$ cat src/fce_pkg.sv
// ---------------------------------------------------------------------------
// fce_pkg
// Shared types and constants of the framed checksum encoder.
// ---------------------------------------------------------------------------
`timescale 1ns / 1ps

package fce_pkg;

  localparam int ACC_W      = 64;
  localparam int WORD_W     = 32;
  localparam int HEADER_LEN = 5;

  // Header bytes (all below 0x80, so their signed and unsigned values agree)
  localparam logic [7:0] MAGIC_A       = 8'h4D;
  localparam logic [7:0] MAGIC_B       = 8'h53;
  localparam logic [7:0] FRAME_VERSION = 8'h01;
  localparam logic [7:0] FRAME_TYPE    = 8'h01;

  // Result kind codes
  localparam logic [1:0] KIND_HEADER  = 2'd0;
  localparam logic [1:0] KIND_PAYLOAD = 2'd1;
  localparam logic [1:0] KIND_CHECK   = 2'd2;

  // One accepted input transaction, classified against the frame state
  typedef struct packed {
    logic [7:0] payload_byte;
    logic [7:0] payload_length;
    logic       start;   // opens a frame: five header bytes first
    logic       pay;     // carries a payload byte
    logic       ends;    // closes the frame: eight checksum bytes last
  } item_t;

  // Item plus the accumulator value after it has been absorbed
  typedef struct packed {
    item_t              item;
    logic [ACC_W-1:0]   acc;
  } acc_item_t;

endpackage

$ cat src/fce_if.sv
// ---------------------------------------------------------------------------
// fce_if
// Valid/ready stream interfaces for the encoder input and result channels.
// ---------------------------------------------------------------------------
`timescale 1ns / 1ps

interface fce_in_if;
  logic       valid;
  logic       ready;
  logic [7:0] payload_byte;
  logic [7:0] payload_length;

  modport source (output valid, payload_byte, payload_length, input ready);
  modport sink   (input valid, payload_byte, payload_length, output ready);
endinterface

interface fce_out_if;
  logic       valid;
  logic       ready;
  logic [7:0] out_byte;
  logic [1:0] out_kind;
  logic       run_last;
  logic       frame_end;

  modport source (output valid, out_byte, out_kind, run_last, frame_end, input ready);
  modport sink   (input valid, out_byte, out_kind, run_last, frame_end, output ready);
endinterface

$ cat src/framed_checksum_encoder.sv
// An accepted transaction passes the input register, both accumulator stages
// and the result register before its first result is offered. Throughput:
// one result per cycle unless the sink stalls; the output byte sequencer gives
// a transaction 1 result mid-frame, 6 at frame start, 9 at frame end and 13 or
// 14 for a one-transaction frame; mid-frame transactions flow one per cycle too.
// Reset: synchronous, active low; clears all valids and the frame state.
// ---------------------------------------------------------------------------
// framed_checksum_encoder
// Wraps payload bytes into frames with a header and an 8-byte checksum.
// ---------------------------------------------------------------------------
`timescale 1ns / 1ps

module framed_checksum_encoder (
  input  logic       clk,
  input  logic       rst_n,
  fce_in_if.sink     in_chan,
  fce_out_if.source  out_chan
);

  logic               s1_valid, s1_ready;
  fce_pkg::item_t     s1_item;
  logic               s3_valid, s3_ready;
  fce_pkg::acc_item_t s3_data;

  // Frame tracking and input register
  fce_frame_ctl u_frame_ctl (
    .clk               (clk),
    .rst_n             (rst_n),
    .in_valid          (in_chan.valid),
    .in_ready          (in_chan.ready),
    .in_payload_byte   (in_chan.payload_byte),
    .in_payload_length (in_chan.payload_length),
    .dn_valid          (s1_valid),
    .dn_ready          (s1_ready),
    .dn_item           (s1_item)
  );

  // Accumulator datapath
  fce_checksum u_checksum (
    .clk      (clk),
    .rst_n    (rst_n),
    .up_valid (s1_valid),
    .up_ready (s1_ready),
    .up_item  (s1_item),
    .dn_valid (s3_valid),
    .dn_ready (s3_ready),
    .dn_data  (s3_data)
  );

  // Result register and byte sequencer
  fce_emitter u_emitter (
    .clk       (clk),
    .rst_n     (rst_n),
    .up_valid  (s3_valid),
    .up_ready  (s3_ready),
    .up_data   (s3_data),
    .out_valid (out_chan.valid),
    .out_ready (out_chan.ready),
    .out_byte  (out_chan.out_byte),
    .out_kind  (out_chan.out_kind),
    .run_last  (out_chan.run_last),
    .frame_end (out_chan.frame_end)
  );

endmodule

$ cat src/fce_frame_ctl.sv
// ---------------------------------------------------------------------------
// fce_frame_ctl
// Input register and frame tracking: classifies each transaction as frame
// start, payload and/or frame end and keeps the remaining byte count.
// ---------------------------------------------------------------------------
`timescale 1ns / 1ps

module fce_frame_ctl (
  input  logic          clk,
  input  logic          rst_n,
  input  logic          in_valid,
  output logic          in_ready,
  input  logic [7:0]    in_payload_byte,
  input  logic [7:0]    in_payload_length,
  output logic          dn_valid,
  input  logic          dn_ready,
  output fce_pkg::item_t dn_item
);

  logic           in_frame_r, in_frame_nxt;
  logic [7:0]     remain_r, remain_nxt;
  logic           valid_r;
  fce_pkg::item_t item_r, item_nxt;
  logic           accept;

  assign in_ready = !valid_r || dn_ready;
  assign accept   = in_valid && in_ready;
  assign dn_valid = valid_r;
  assign dn_item  = item_r;

  // Classify the incoming transaction and advance the frame state
  always_comb begin
    item_nxt.payload_byte   = in_payload_byte;
    item_nxt.payload_length = in_payload_length;
    item_nxt.start          = !in_frame_r;
    if (!in_frame_r) begin
      item_nxt.pay = (in_payload_length != 8'd0);
      item_nxt.ends = (in_payload_length[7:1] == 7'd0);   // length 0 or 1
      remain_nxt = item_nxt.ends ? 8'd0 : in_payload_length - 8'd1;
    end else begin
      item_nxt.pay  = 1'b1;
      item_nxt.ends = (remain_r == 8'd1);
      remain_nxt    = remain_r - 8'd1;
    end
    in_frame_nxt = !item_nxt.ends;
  end

  // Control state
  always_ff @(posedge clk) begin
    if (!rst_n) begin
      valid_r    <= 1'b0;
      in_frame_r <= 1'b0;
      remain_r   <= 8'd0;
    end else begin
      if (accept) begin
        valid_r    <= 1'b1;
        in_frame_r <= in_frame_nxt;
        remain_r   <= remain_nxt;
      end else if (dn_ready) begin
        valid_r <= 1'b0;
      end
    end
  end

  // Item register
  always_ff @(posedge clk) begin
    if (accept) begin
      item_r <= item_nxt;
    end
  end

endmodule

$ cat src/fce_checksum.sv
// ---------------------------------------------------------------------------
// fce_checksum
// Two-stage accumulator datapath. Stage one folds the four constant header
// bytes and the length byte into a start value; stage two absorbs the
// payload byte into the running 64-bit accumulator.
// ---------------------------------------------------------------------------
`timescale 1ns / 1ps

module fce_checksum (
  input  logic               clk,
  input  logic               rst_n,
  input  logic               up_valid,
  output logic               up_ready,
  input  fce_pkg::item_t     up_item,
  output logic               dn_valid,
  input  logic               dn_ready,
  output fce_pkg::acc_item_t dn_data
);

  // The four fixed header bytes turn start value len+5 into GAIN*len + BASE
  localparam int FA       = int'(fce_pkg::MAGIC_A) + 1;
  localparam int FB       = int'(fce_pkg::MAGIC_B) + 1;
  localparam int FV       = int'(fce_pkg::FRAME_VERSION) + 1;
  localparam int FT       = int'(fce_pkg::FRAME_TYPE) + 1;
  localparam int HDR_GAIN = FA * FB * FV * FT;
  localparam int HDR_B1   = (fce_pkg::HEADER_LEN + FA) * FA;
  localparam int HDR_B2   = (HDR_B1 + FB) * FB;
  localparam int HDR_B3   = (HDR_B2 + FV) * FV;
  localparam int HDR_BASE = (HDR_B3 + FT) * FT;
  localparam int POLY_W   = 24;   // GAIN*255 + BASE stays below 2^24
  localparam int HSUM_W   = POLY_W + 2;
  localparam int HACC_W   = HSUM_W + 10;
  localparam int ACC_W    = fce_pkg::ACC_W;

  logic                     v2_r, v3_r;
  logic                     s2_take, s3_take;
  fce_pkg::item_t           item2_r, item3_r;
  logic signed [HACC_W-1:0] hacc_r, hacc_nxt;
  logic [ACC_W-1:0]         acc_r, acc_nxt;

  logic [POLY_W-1:0]        hpoly;
  logic signed [9:0]        flen;
  logic signed [HSUM_W-1:0] hsum;

  logic [ACC_W-1:0]         base, sum, prod;
  logic signed [9:0]        fpay;
  logic [7:0]               fmag;
  logic                     fneg;

  assign s3_take  = !v3_r || dn_ready;
  assign s2_take  = !v2_r || s3_take;
  assign up_ready = s2_take;
  assign dn_valid = v3_r;
  assign dn_data  = '{item: item3_r, acc: acc_r};

  // Stage one: absorb the length header byte into the header polynomial
  always_comb begin
    hpoly    = POLY_W'(HDR_GAIN) * POLY_W'(up_item.payload_length)
               + POLY_W'(HDR_BASE);
    flen     = $signed({{2{up_item.payload_length[7]}}, up_item.payload_length})
               + 10'sd1;
    hsum     = $signed({2'b00, hpoly}) + HSUM_W'(flen);
    hacc_nxt = hsum * flen;
  end

  // Stage two: (acc + f) * f with f = signed byte + 1, as magnitude and sign
  always_comb begin
    base = item2_r.start ? ACC_W'(hacc_r) : acc_r;
    fpay = $signed({{2{item2_r.payload_byte[7]}}, item2_r.payload_byte}) + 10'sd1;
    fneg = fpay[9];
    fmag = fneg ? 8'(-fpay) : fpay[7:0];
    sum  = base + ACC_W'(fpay);
    prod = sum * ACC_W'(fmag);
    if (item2_r.pay) begin
      acc_nxt = fneg ? (~prod + ACC_W'(1)) : prod;
    end else begin
      acc_nxt = base;
    end
  end

  // Stage valids
  always_ff @(posedge clk) begin
    if (!rst_n) begin
      v2_r <= 1'b0;
      v3_r <= 1'b0;
    end else begin
      if (s2_take) begin
        v2_r <= up_valid;
      end
      if (s3_take) begin
        v3_r <= v2_r;
      end
    end
  end

  // Stage data; acc_r doubles as the running accumulator
  always_ff @(posedge clk) begin
    if (s2_take && up_valid) begin
      item2_r <= up_item;
      hacc_r  <= hacc_nxt;
    end
    if (s3_take && v2_r) begin
      item3_r <= item2_r;
      acc_r   <= acc_nxt;
    end
  end

endmodule

$ cat src/fce_emitter.sv
// ---------------------------------------------------------------------------
// fce_emitter
// Result register and byte sequencer: folds the accumulator into the checksum word
// and emits header, payload and checksum bytes one per cycle while not stalled.
// ---------------------------------------------------------------------------
`timescale 1ns / 1ps

module fce_emitter (
  input  logic               clk,
  input  logic               rst_n,
  input  logic               up_valid,
  output logic               up_ready,
  input  fce_pkg::acc_item_t up_data,
  output logic               out_valid,
  input  logic               out_ready,
  output logic [7:0]         out_byte,
  output logic [1:0]         out_kind,
  output logic               run_last,
  output logic               frame_end
);

  localparam int WORD_W = fce_pkg::WORD_W;

  // Byte slots of one item's result run
  localparam logic [3:0] SLOT_MAGIC_A = 4'd0;
  localparam logic [3:0] SLOT_MAGIC_B = 4'd1;
  localparam logic [3:0] SLOT_VERSION = 4'd2;
  localparam logic [3:0] SLOT_TYPE    = 4'd3;
  localparam logic [3:0] SLOT_LEN     = 4'd4;
  localparam logic [3:0] SLOT_PAY     = 4'd5;
  localparam logic [3:0] SLOT_CHK0    = 4'd6;
  localparam logic [3:0] SLOT_LAST    = 4'd13;

  typedef struct packed {
    logic [7:0]        payload_byte;
    logic [7:0]        payload_length;
    logic              pay;
    logic              ends;
    logic [WORD_W-1:0] word;
  } job_t;

  // Even accumulator bits, then one low-to-high swap pass. The skip flag is
  // a single-gate chain per bit, comparable to a ripple carry.
  function automatic logic [WORD_W-1:0] fold_word(input logic [fce_pkg::ACC_W-1:0] acc);
    logic [WORD_W-1:0] w;
    logic              skip;
    for (int k = 0; k < WORD_W; k++) begin
      w[k] = acc[2*k];
    end
    skip = 1'b0;
    for (int i = 0; i < WORD_W - 1; i++) begin
      if (!skip && !w[i]) begin
        if (w[i+1]) begin
          w[i]   = 1'b1;
          w[i+1] = 1'b0;
        end
        skip = 1'b1;
      end else begin
        skip = 1'b0;
      end
    end
    return w;
  endfunction

  logic              valid_r;
  job_t              job_r, job_nxt;
  logic [3:0]        slot_r, slot_nxt, slot_first;
  logic              last, load, fire;
  logic [WORD_W-1:0] rev;
  logic [2:0]        chk_idx;
  logic [63:0]       chk_bytes;
  logic [7:0]        chk_byte;

  assign last     = (slot_r == SLOT_PAY && !job_r.ends) || (slot_r == SLOT_LAST);
  assign fire     = valid_r && out_ready;
  assign up_ready = !valid_r || (out_ready && last);
  assign load     = up_ready && up_valid;

  // Next job and its first slot
  always_comb begin
    job_nxt.payload_byte   = up_data.item.payload_byte;
    job_nxt.payload_length = up_data.item.payload_length;
    job_nxt.pay            = up_data.item.pay;
    job_nxt.ends           = up_data.item.ends;
    job_nxt.word           = fold_word(up_data.acc);
    slot_first = up_data.item.start ? SLOT_MAGIC_A : SLOT_PAY;
    if (slot_r == SLOT_LEN) begin
      slot_nxt = job_r.pay ? SLOT_PAY : SLOT_CHK0;
    end else begin
      slot_nxt = slot_r + 4'd1;
    end
  end

  // Checksum bytes: word little-endian, then its bit reversal
  always_comb begin
    for (int k = 0; k < WORD_W; k++) begin
      rev[k] = job_r.word[WORD_W-1-k];
    end
    chk_idx   = 3'(slot_r - SLOT_CHK0);
    chk_bytes = {rev, job_r.word};
    chk_byte  = chk_bytes[{chk_idx, 3'b000} +: 8];
  end

  // Output payload
  always_comb begin
    unique case (slot_r)
      SLOT_MAGIC_A: out_byte = fce_pkg::MAGIC_A;
      SLOT_MAGIC_B: out_byte = fce_pkg::MAGIC_B;
      SLOT_VERSION: out_byte = fce_pkg::FRAME_VERSION;
      SLOT_TYPE:    out_byte = fce_pkg::FRAME_TYPE;
      SLOT_LEN:     out_byte = job_r.payload_length;
      SLOT_PAY:     out_byte = job_r.payload_byte;
      default:      out_byte = chk_byte;
    endcase
    priority if (slot_r < SLOT_PAY) begin
      out_kind = fce_pkg::KIND_HEADER;
    end else if (slot_r == SLOT_PAY) begin
      out_kind = fce_pkg::KIND_PAYLOAD;
    end else begin
      out_kind = fce_pkg::KIND_CHECK;
    end
    out_valid = valid_r;
    run_last  = last;
    frame_end = (slot_r == SLOT_LAST);
  end

  // Control state
  always_ff @(posedge clk) begin
    if (!rst_n) begin
      valid_r <= 1'b0;
      slot_r  <= SLOT_MAGIC_A;
    end else begin
      if (up_ready) begin
        valid_r <= up_valid;
      end
      if (load) begin
        slot_r <= slot_first;
      end else if (fire && !last) begin
        slot_r <= slot_nxt;
      end
    end
  end

  // Job register
  always_ff @(posedge clk) begin
    if (load) begin
      job_r <= job_nxt;
    end
  end

endmodule

$ cat src/flat_wrapper.sv
// flat-port wrapper written by rule: the top's interface ports become plain ports
module framed_checksum_encoder_flat 
  (clk, rst_n, in_chan_valid, in_chan_payload_byte, in_chan_payload_length, in_chan_ready, out_chan_valid, out_chan_out_byte, out_chan_out_kind, out_chan_run_last, out_chan_frame_end, out_chan_ready);
  fce_in_if in_chan_i ();
  fce_out_if out_chan_i ();
  input  logic clk;
  input  logic rst_n;
  input wire logic [$bits(in_chan_i.valid)-1:0] in_chan_valid;
  input wire logic [$bits(in_chan_i.payload_byte)-1:0] in_chan_payload_byte;
  input wire logic [$bits(in_chan_i.payload_length)-1:0] in_chan_payload_length;
  output wire logic [$bits(in_chan_i.ready)-1:0] in_chan_ready;
  output wire logic [$bits(out_chan_i.valid)-1:0] out_chan_valid;
  output wire logic [$bits(out_chan_i.out_byte)-1:0] out_chan_out_byte;
  output wire logic [$bits(out_chan_i.out_kind)-1:0] out_chan_out_kind;
  output wire logic [$bits(out_chan_i.run_last)-1:0] out_chan_run_last;
  output wire logic [$bits(out_chan_i.frame_end)-1:0] out_chan_frame_end;
  input wire logic [$bits(out_chan_i.ready)-1:0] out_chan_ready;
  assign in_chan_i.valid = in_chan_valid;
  assign in_chan_i.payload_byte = in_chan_payload_byte;
  assign in_chan_i.payload_length = in_chan_payload_length;
  assign in_chan_ready = in_chan_i.ready;
  assign out_chan_valid = out_chan_i.valid;
  assign out_chan_out_byte = out_chan_i.out_byte;
  assign out_chan_out_kind = out_chan_i.out_kind;
  assign out_chan_run_last = out_chan_i.run_last;
  assign out_chan_frame_end = out_chan_i.frame_end;
  assign out_chan_i.ready = out_chan_ready;
  framed_checksum_encoder u_core (.clk(clk), .rst_n(rst_n), .in_chan(in_chan_i), .out_chan(out_chan_i));
endmodule
$ cat config.mk
export PLATFORM = sky130hd
export DESIGN_NAME = framed_checksum_encoder_flat
export DESIGN_NICKNAME = d
export VERILOG_FILES = /design/src/fce_pkg.sv /design/src/fce_if.sv /design/src/framed_checksum_encoder.sv /design/src/fce_frame_ctl.sv /design/src/fce_checksum.sv /design/src/fce_emitter.sv /design/src/flat_wrapper.sv
export SDC_FILE = /design/constraint.sdc
export NUM_CORES = 2
export LEC_CHECK = 0
export ABC_CLOCK_PERIOD_IN_PS = 10400
export CORE_MARGIN = 2
export CORE_UTILIZATION = 60
export DETAILED_ROUTE_END_ITERATION = 8
export DONT_BUFFER_PORTS = 1
export PLACE_DENSITY_LB_ADDON = 0.2
export SYNTH_ARGS = -nofsm -noshare
export SYNTH_HDL_FRONTEND = slang
export SYNTH_SLANG_ARGS = --single-unit
export TNS_END_PERCENT = 1
$ cat constraint.sdc
create_clock -name clk -period 10.4 [get_ports clk]
set_clock_uncertainty 0.05 [all_clocks]
set_input_delay 1.04 -clock clk [delete_from_list [all_inputs] [get_ports clk]]
set_output_delay 1.04 -clock clk [all_outputs]
set_load 0.02 [all_outputs]
# After elaboration in Yosys (flattened, before gate mapping)
# Index checks and enable logic that the tools add are counted.
dict set report op_classes {
  addsub 11
  n_eq_ne 7
  n_shift 1
  bitwise 1
  reduce_logical 116
  mux 108
  n_lt_le_gt_ge 1
  mul 3
}
# cell count
set ops {}
lappend ops {{$mux W64} 3}
lappend ops {{$mux W2} 34}
lappend ops {{$logic_not A1 Y1} 67}
lappend ops {{$add A64 B1 Y64 const B} 1}
lappend ops {{$add A64 B64 Y64} 1}
lappend ops {{$mul A64 B8 Y64} 1}
lappend ops {{$not A64 Y64} 1}
lappend ops {{$shiftx A64 B7 Y8} 1}
lappend ops {{$mux W1} 63}
lappend ops {{$pmux W8 S5} 1}
lappend ops {{$logic_and A1 B1 Y1} 38}
lappend ops {{$mul A26 B9 Y35} 1}
lappend ops {{$add A25 B9 Y26} 1}
lappend ops {{$add A23 B22 Y24 const B} 1}
lappend ops {{$mux W8} 3}
lappend ops {{$add A8 B2 Y9 const B} 2}
lappend ops {{$mul A10 B8 Y18 const A} 1}
lappend ops {{$sub A8 B1 Y8 const B} 2}
lappend ops {{$mux W4} 3}
lappend ops {{$eq A4 B2 Y1 const B} 2}
lappend ops {{$eq A4 B3 Y1 const B} 2}
lappend ops {{$eq A8 B1 Y1 const B} 1}
lappend ops {{$neg A8 Y8} 1}
lappend ops {{$reduce_bool A8 Y1} 1}
lappend ops {{11 further kinds} 16}
dict set report totals {
  elab_cells 278
  inputBits 20
  output_inout_bits 14
  register_bits 224
}

# Logic depth before layout (Yosys ltp)
dict set report logic_depth {
  ltp_word 92
  depth_mapped 45
  mapped_depth_nobuf 45
}

# Cells and area by module
# From an unflattened synthesis, not the netlist that was laid out.
dict set report hier_totals {
  hier_cells 4459
  hier_area_um2 39449.1
}
# module area_each_um2 cells_each instances seq_area_each_um2
set modules_own_cells {}
lappend modules_own_cells {fce_checksum 35087.4 4093 1 4124.0}
lappend modules_own_cells {fce_emitter 3072.9 254 1 1601.5}
lappend modules_own_cells {fce_frame_ctl 1288.7 112 1 770.7}

# Least setup slack after synthesis
# No wires, ideal clock.
dict set report synth_timing {
  path_type {reg2reg}
  startpoint {reg u_core.u_checksum.item2_r[11] (netlist name)}
  endpoint {reg u_core.u_checksum.acc_r[59], data pin}
  arrival_ns 10.936
  synth_period_minus_slack_ns 11.256
  t_required_ns 10.080
  path_slack_ns -0.856
  setup_ns 0.270
  stages_incl_launch_ff 40
  path_buffers 4
  path_cell_list {edfxtp_1 > ha_1 > nand2_1 > o21ai_1 > inv_1 > clkbuf_1 > ha_1 > clkbuf_1 > a21oi_1 > nor2b_1 > o21ai_0 > a21oi_1 > a22o_1 > a211o_1 > a21oi_1 > xnor2_1 > nor2b_1 > fa_1 > [... 4 more ...] > fa_1 > ha_1 > clkbuf_1 > a21o_1 > o21bai_1 > a221oi_1 > nand2_1 > or2_1 > buf_6 > xor2_2 > or4_4 > or3_4 > nor4_4 > nand3_2 > or4_4 > o31ai_4 > xor2_1 > a21oi_1}
}
dict set report synth_between {
  elab_chain_cells 8
  word_cells_on_any_way 9
  cone_classes {add/sub (4); mul (1); mux (3); bitwise (1)}
}
# element line
set synth_lines {}
lappend synth_lines {{from (decl)} fce_checksum.sv:37} ;# fce_pkg::item_t item2_r, item3_r;
lappend synth_lines {{from (signal assigned)} fce_checksum.sv:99} ;# item2_r <= up_item;
lappend synth_lines {{$add A8 B2 Y9 *} fce_checksum.sv:69} ;# fpay = $signed({{2{item2_r.payload_byte[7]}}, item2_r.payload_byte}) + 10'sd1;
lappend synth_lines {{branches (longest 5 deep; another with $add A64 B64 Y64)} --}
lappend synth_lines {{$mux W64 *} fce_checksum.sv:75} ;# acc_nxt = fneg ? (~prod + ACC_W'(1)) : prod;
lappend synth_lines {{$mux W64 *} fce_checksum.sv:74} ;# if (item2_r.pay) begin
lappend synth_lines {{via u_core.u_checksum.acc_nxt[59]} fce_checksum.sv:39} ;# logic [ACC_W-1:0] acc_r, acc_nxt;
lappend synth_lines {{to (signal assigned)} fce_checksum.sv:104} ;# acc_r <= acc_nxt;
lappend synth_lines {{to (decl)} fce_checksum.sv:39}
# Mark *: on every way through the listed nets, which the timed path passes.
# A chain may end at the register's enable or synchronous reset.

# Worst setup path in the final report
dict set report layout_timing {
  startpoint {reg u_core.u_checksum.item2_r[12] (netlist name)}
  endpoint {reg u_core.u_checksum.acc_r[55], data pin}
}
# Same word-level chain as after synthesis.

==> results_tabular.tex <==
\begin{tabular}{lr}
\hline
Metric & Value \\
\hline
\multicolumn{2}{l}{\textbf{Floorplanning}} \\
\quad Die span in y & 258 µm \\
\quad Chip Width & between 200 and 300 µm \\
\quad Number of placement rows & 93 \\
\quad Initial core utilization & 60.5\% \\
\quad Count of boundary I/O pins & 34 \\
\quad Area of the core & roughly 0.064 mm² \\
\quad Die area & 0.0668 mm² \\
\multicolumn{2}{l}{\textbf{Worst setup path}} \\
\quad Slowest stage cell, crit path & or4\_4 \\
\quad Most frequent CP cell & buf\_4 \\
\quad Critical path fanouts, max & 5 \\
\quad Critical Path AT & between 10000 and 15000 ps \\
\quad Setup Crit Path Kind & flip-flop to flip-flop \\
\quad Type of element capturing the critical path & flip-flop \\
\quad Highest cell delay on the worst timing path & 590 ps \\
\quad Setup crit start kind & flip-flop \\
\quad Cell depth of the worst flop-to-flop path & 39 \\
\quad Worst Path Required & 10620 ps \\
\multicolumn{2}{l}{\textbf{Detailed routing}} \\
\quad Initial DRC count & approximately 2500 \\
\quad Residual DRC count & 0 \\
\quad Number of vias in the routed layout & about 32000 \\
\quad Final antenna-violating net count & 0 \\
\quad Mean routed wirelength per cell & 19.2 µm \\
\quad Final wirelength & about 110000 µm \\
\quad Via-to-Cell Ratio & slightly below 6 \\
\quad First-pass detailed-route iteration total & 6 \\
\multicolumn{2}{l}{\textbf{Global route}} \\
\quad Antenna violations before repair & 1 \\
\quad Via count of the first global-routing pass & 33202 \\
\quad Pin count of the biggest net entering global routing & 82 \\
\quad Global-route wire length before repair & 173000 µm \\
\quad Overall global routing resource usage & between 30\% and 40\% \\
\quad GR Overflow Total & 0 \\
\multicolumn{2}{l}{\textbf{Final layout}} \\
\quad Fillcell total & between 5000 and 6000 \\
\quad Layout cell share with drive strength beyond 1 & about 14\% \\
\quad Multi-input gate area in the final layout & 0.0301 mm² \\
\quad Synth-to-layout area growth & 13.5\% \\
\quad Final core occ & 68.6\% \\
\quad Most common library cell in the layout ignoring fill and taps & inv\_1 \\
\quad Net count reported at finish & 5552 \\
\quad Combined flip-flop and latch cell area & 0.00647 mm² \\
\quad Commonest cells after routing, fill and taps aside & inv\_1, fa\_1, nand2\_1, nor2\_1, buf\_4 \\
\multicolumn{2}{l}{\textbf{Flow run}} \\
\quad Number of maximum-capacitance violations & 0 \\
\multicolumn{2}{l}{\textbf{Yosys}} \\
\quad Register bit total from synthesis & 221 \\
\quad Post-synthesis cell count & 4395 \\
\quad Async SR Flop Fraction & 0\% \\
\quad Synthesized area per cell & 8.84 µm² \\
\quad Top flip-flop cell by instance count after synthesis & edfxtp\_1 \\
\quad Largest area contributor in the netlist & fa\_1 \\
\quad Top post-synthesis cells by area & fa\_1, edfxtp\_1, ha\_1, inv\_1, nand2\_1 \\
\quad Synth Net Count & between 5000 and 6000 \\
\quad Number of distinct standard cells referenced by the synthesized netlist & 80 \\
\quad Number of enable flip-flop cells after synthesis & 204 \\
\quad Warnings from Yosys & 0 \\
\quad Fraction of post-synthesis cell area in the top cell type by area & 27.9\% \\
\quad Proportion of synthesized chip area in sequential cells & between 10\% and 20\% \\
\quad Netlist Area Pre-Place & 0.0388 mm² \\
\multicolumn{2}{l}{\textbf{Worst hold path}} \\
\quad Worst hold path depth & 0 \\
\quad Hold crit path type & flip-flop to flip-flop \\
\multicolumn{2}{l}{\textbf{Timing}} \\
\quad Transition time of the tightest slew-check pin & 1210 ps \\
\quad Worst slack on hold paths & 369 ps \\
\quad Maximum achievable frequency & 0.0995 GHz \\
\quad Minimum clock period after layout & between 10000 and 15000 ps \\
\quad Final Setup Violations & 0 \\
\quad Final number of hold-violating endpoints & 0 \\
\quad Relative slew slack & 19.6\% \\
\quad Final-report max-slew violation count & 0 \\
\quad Part of the cycle the worst path needs & 96.7\% \\
\multicolumn{2}{l}{\textbf{Place}} \\
\quad Total of buffers placed on input and output ports & 0 \\
\quad Weighted congestion reported at the end of routability-driven placement & between 0.9 and 1 \\
\quad Half-perimeter wire length after placement & 88300 µm \\
\multicolumn{2}{l}{\textbf{CTS}} \\
\quad Clock-pin transition on the worst setup and hold timing paths & 70 ps \\
\quad Hold-fix buffer count after cts & 0 \\
\quad Sinks on the clock net & 221 \\
\quad CTS root buffer & clkbuf\_16 \\
\quad TritonCTS Buffers & 24 \\
\quad Clock network latency to the later pin of the worst-skew pair & 550 ps \\
\quad TritonCTS clock tree & built \\
\quad H-tree depth & 1 \\
\quad Maximum count of clock buffers along a single path & 3 \\
\multicolumn{2}{l}{\textbf{Run status}} \\
\quad Status & complete, no violations \\
\hline
\end{tabular}
-- metal layers --
| layer | up-vias | GRT usage, % | part of all wire (%) |
|---|---|---|---|
| met5 | - | 0 | 0 |
| met2 | 1003 | 56.0 | 49 |
| met4 | 0 | 14.2 | 5.0 |
| met1 | 15960 | 41.9 | 41 |
| met3 | 236 | 3.16 | 5.4 |
| li1 | 15126 | - | - |
-- through the flow --
step	std cells	setup slack [ps]	setup TNS, ps	cell area [µm²]
3_5_place_dp	5522	-233	-740	42700
4_1_cts	5570	-4.65	-6.66	43600
2_1_floorplan	4395	-111	-111	38800
5_1_grt	5584	-108	-370	44100
6_report	5586	347	0	44100
3_3_place_gp	5522	-46.1	-46.1	42700
-- path summary, 6_finish.rpt --
path              slack, ps                          end                     startpoint
setup / recovery        350  u_core.u_checksum.acc_r[55]  u_core.u_checksum.item2_r[12]
hold reg to reg         370   u_core.u_emitter.job_r[49]  u_core.u_checksum.dn_data[82]
hold / removal          370   u_core.u_emitter.job_r[49]  u_core.u_checksum.dn_data[82]
setup reg to reg        350  u_core.u_checksum.acc_r[55]  u_core.u_checksum.item2_r[12]
-- flip-flops by register name (all words and copies together) (netlist names) --
register and cells:
u_core.u_frame_ctl.in_frame_r 1, u_core.u_frame_ctl.dn_valid 1, u_core.u_checksum.hacc_r 34, u_core.u_frame_ctl.remain_r 8, u_core.u_emitter.out_valid 1, u_core.u_checksum.dn_valid 1
u_core.u_frame_ctl.dn_item 19, u_core.u_checksum.acc_r 63, u_core.u_checksum.v2_r 1, u_core.u_checksum.item2_r 19, u_core.u_emitter.chk_bytes 32, u_core.u_emitter.slot_r 4
u_core.u_emitter.job_r 18, u_core.u_checksum.dn_data 19
-- synthesized netlist by cell type (all sizes together), types with 6 or more instances --
cell type  instances
a211o             13
a211oi            12
a21boi            19
a21o              97
a21oi            267
a221oi             9
a311oi            10
a31o               8
a31oi             26
and2              32
and3              31
buf               11
clkbuf           161
dfxtp             17
edfxtp           204
fa               542
ha               279
inv              587
mux2              34
mux2i             16
mux4              16
nand2            497
nand2b            41
nand3             54
nand4             39
nor2             471
nor2b             77
nor3              61
nor3b              7
nor4              13
nor4b              6
o211ai            15
o21a              34
o21ai            161
o21bai            42
o22a               6
o22ai             16
o31ai             16
or2               18
or3               21
xnor2            206
xor2             128
-- cell type report --
type	instances	area share, %
diodes	2	0.0114
clock buffers	26	1.38
clock inverters	18	0.335
inverters	590	5.03
multi-input cells	3412	68.2
flip-flops and latches	221	14.7
well taps	855	2.43
repair buffers	462	7.90
-- worst max-delay path, delay by kind of cell (launching register included) --
| family | cells | cell delay (ps) |
|---|---|---|
| fa+ha+maj | 7 | 2840 |
| buf+inv | 7 | 950 |
| simple gates | 10 | 2780 |
| xor+xnor | 4 | 730 |
| compound gates | 11 | 1960 |
| flops | 1 | 440 |
-- kinds of logic after synthesis --
logic type	after synthesis	share of synthesized area, %
buf+inv	762	7.40
simple gates	1387	16.0
compound gates	801	13.0
flops	221	16.6
mux	66	2.33
fa+ha+maj	821	36.9
xor+xnor	337	7.73
-- repair_timing --
item / in CTS / in global routing
buffers inserted: 4 / 15
pin swaps: 0 / 36
hold endpoints to repair: 0 / 0
resized for setup: 13 / 94
endpoints found under the setup margin: 17 / 39
Power is not shown: default switching activity piles up to over one toggle a cycle in this logic, so the estimate is an artifact.
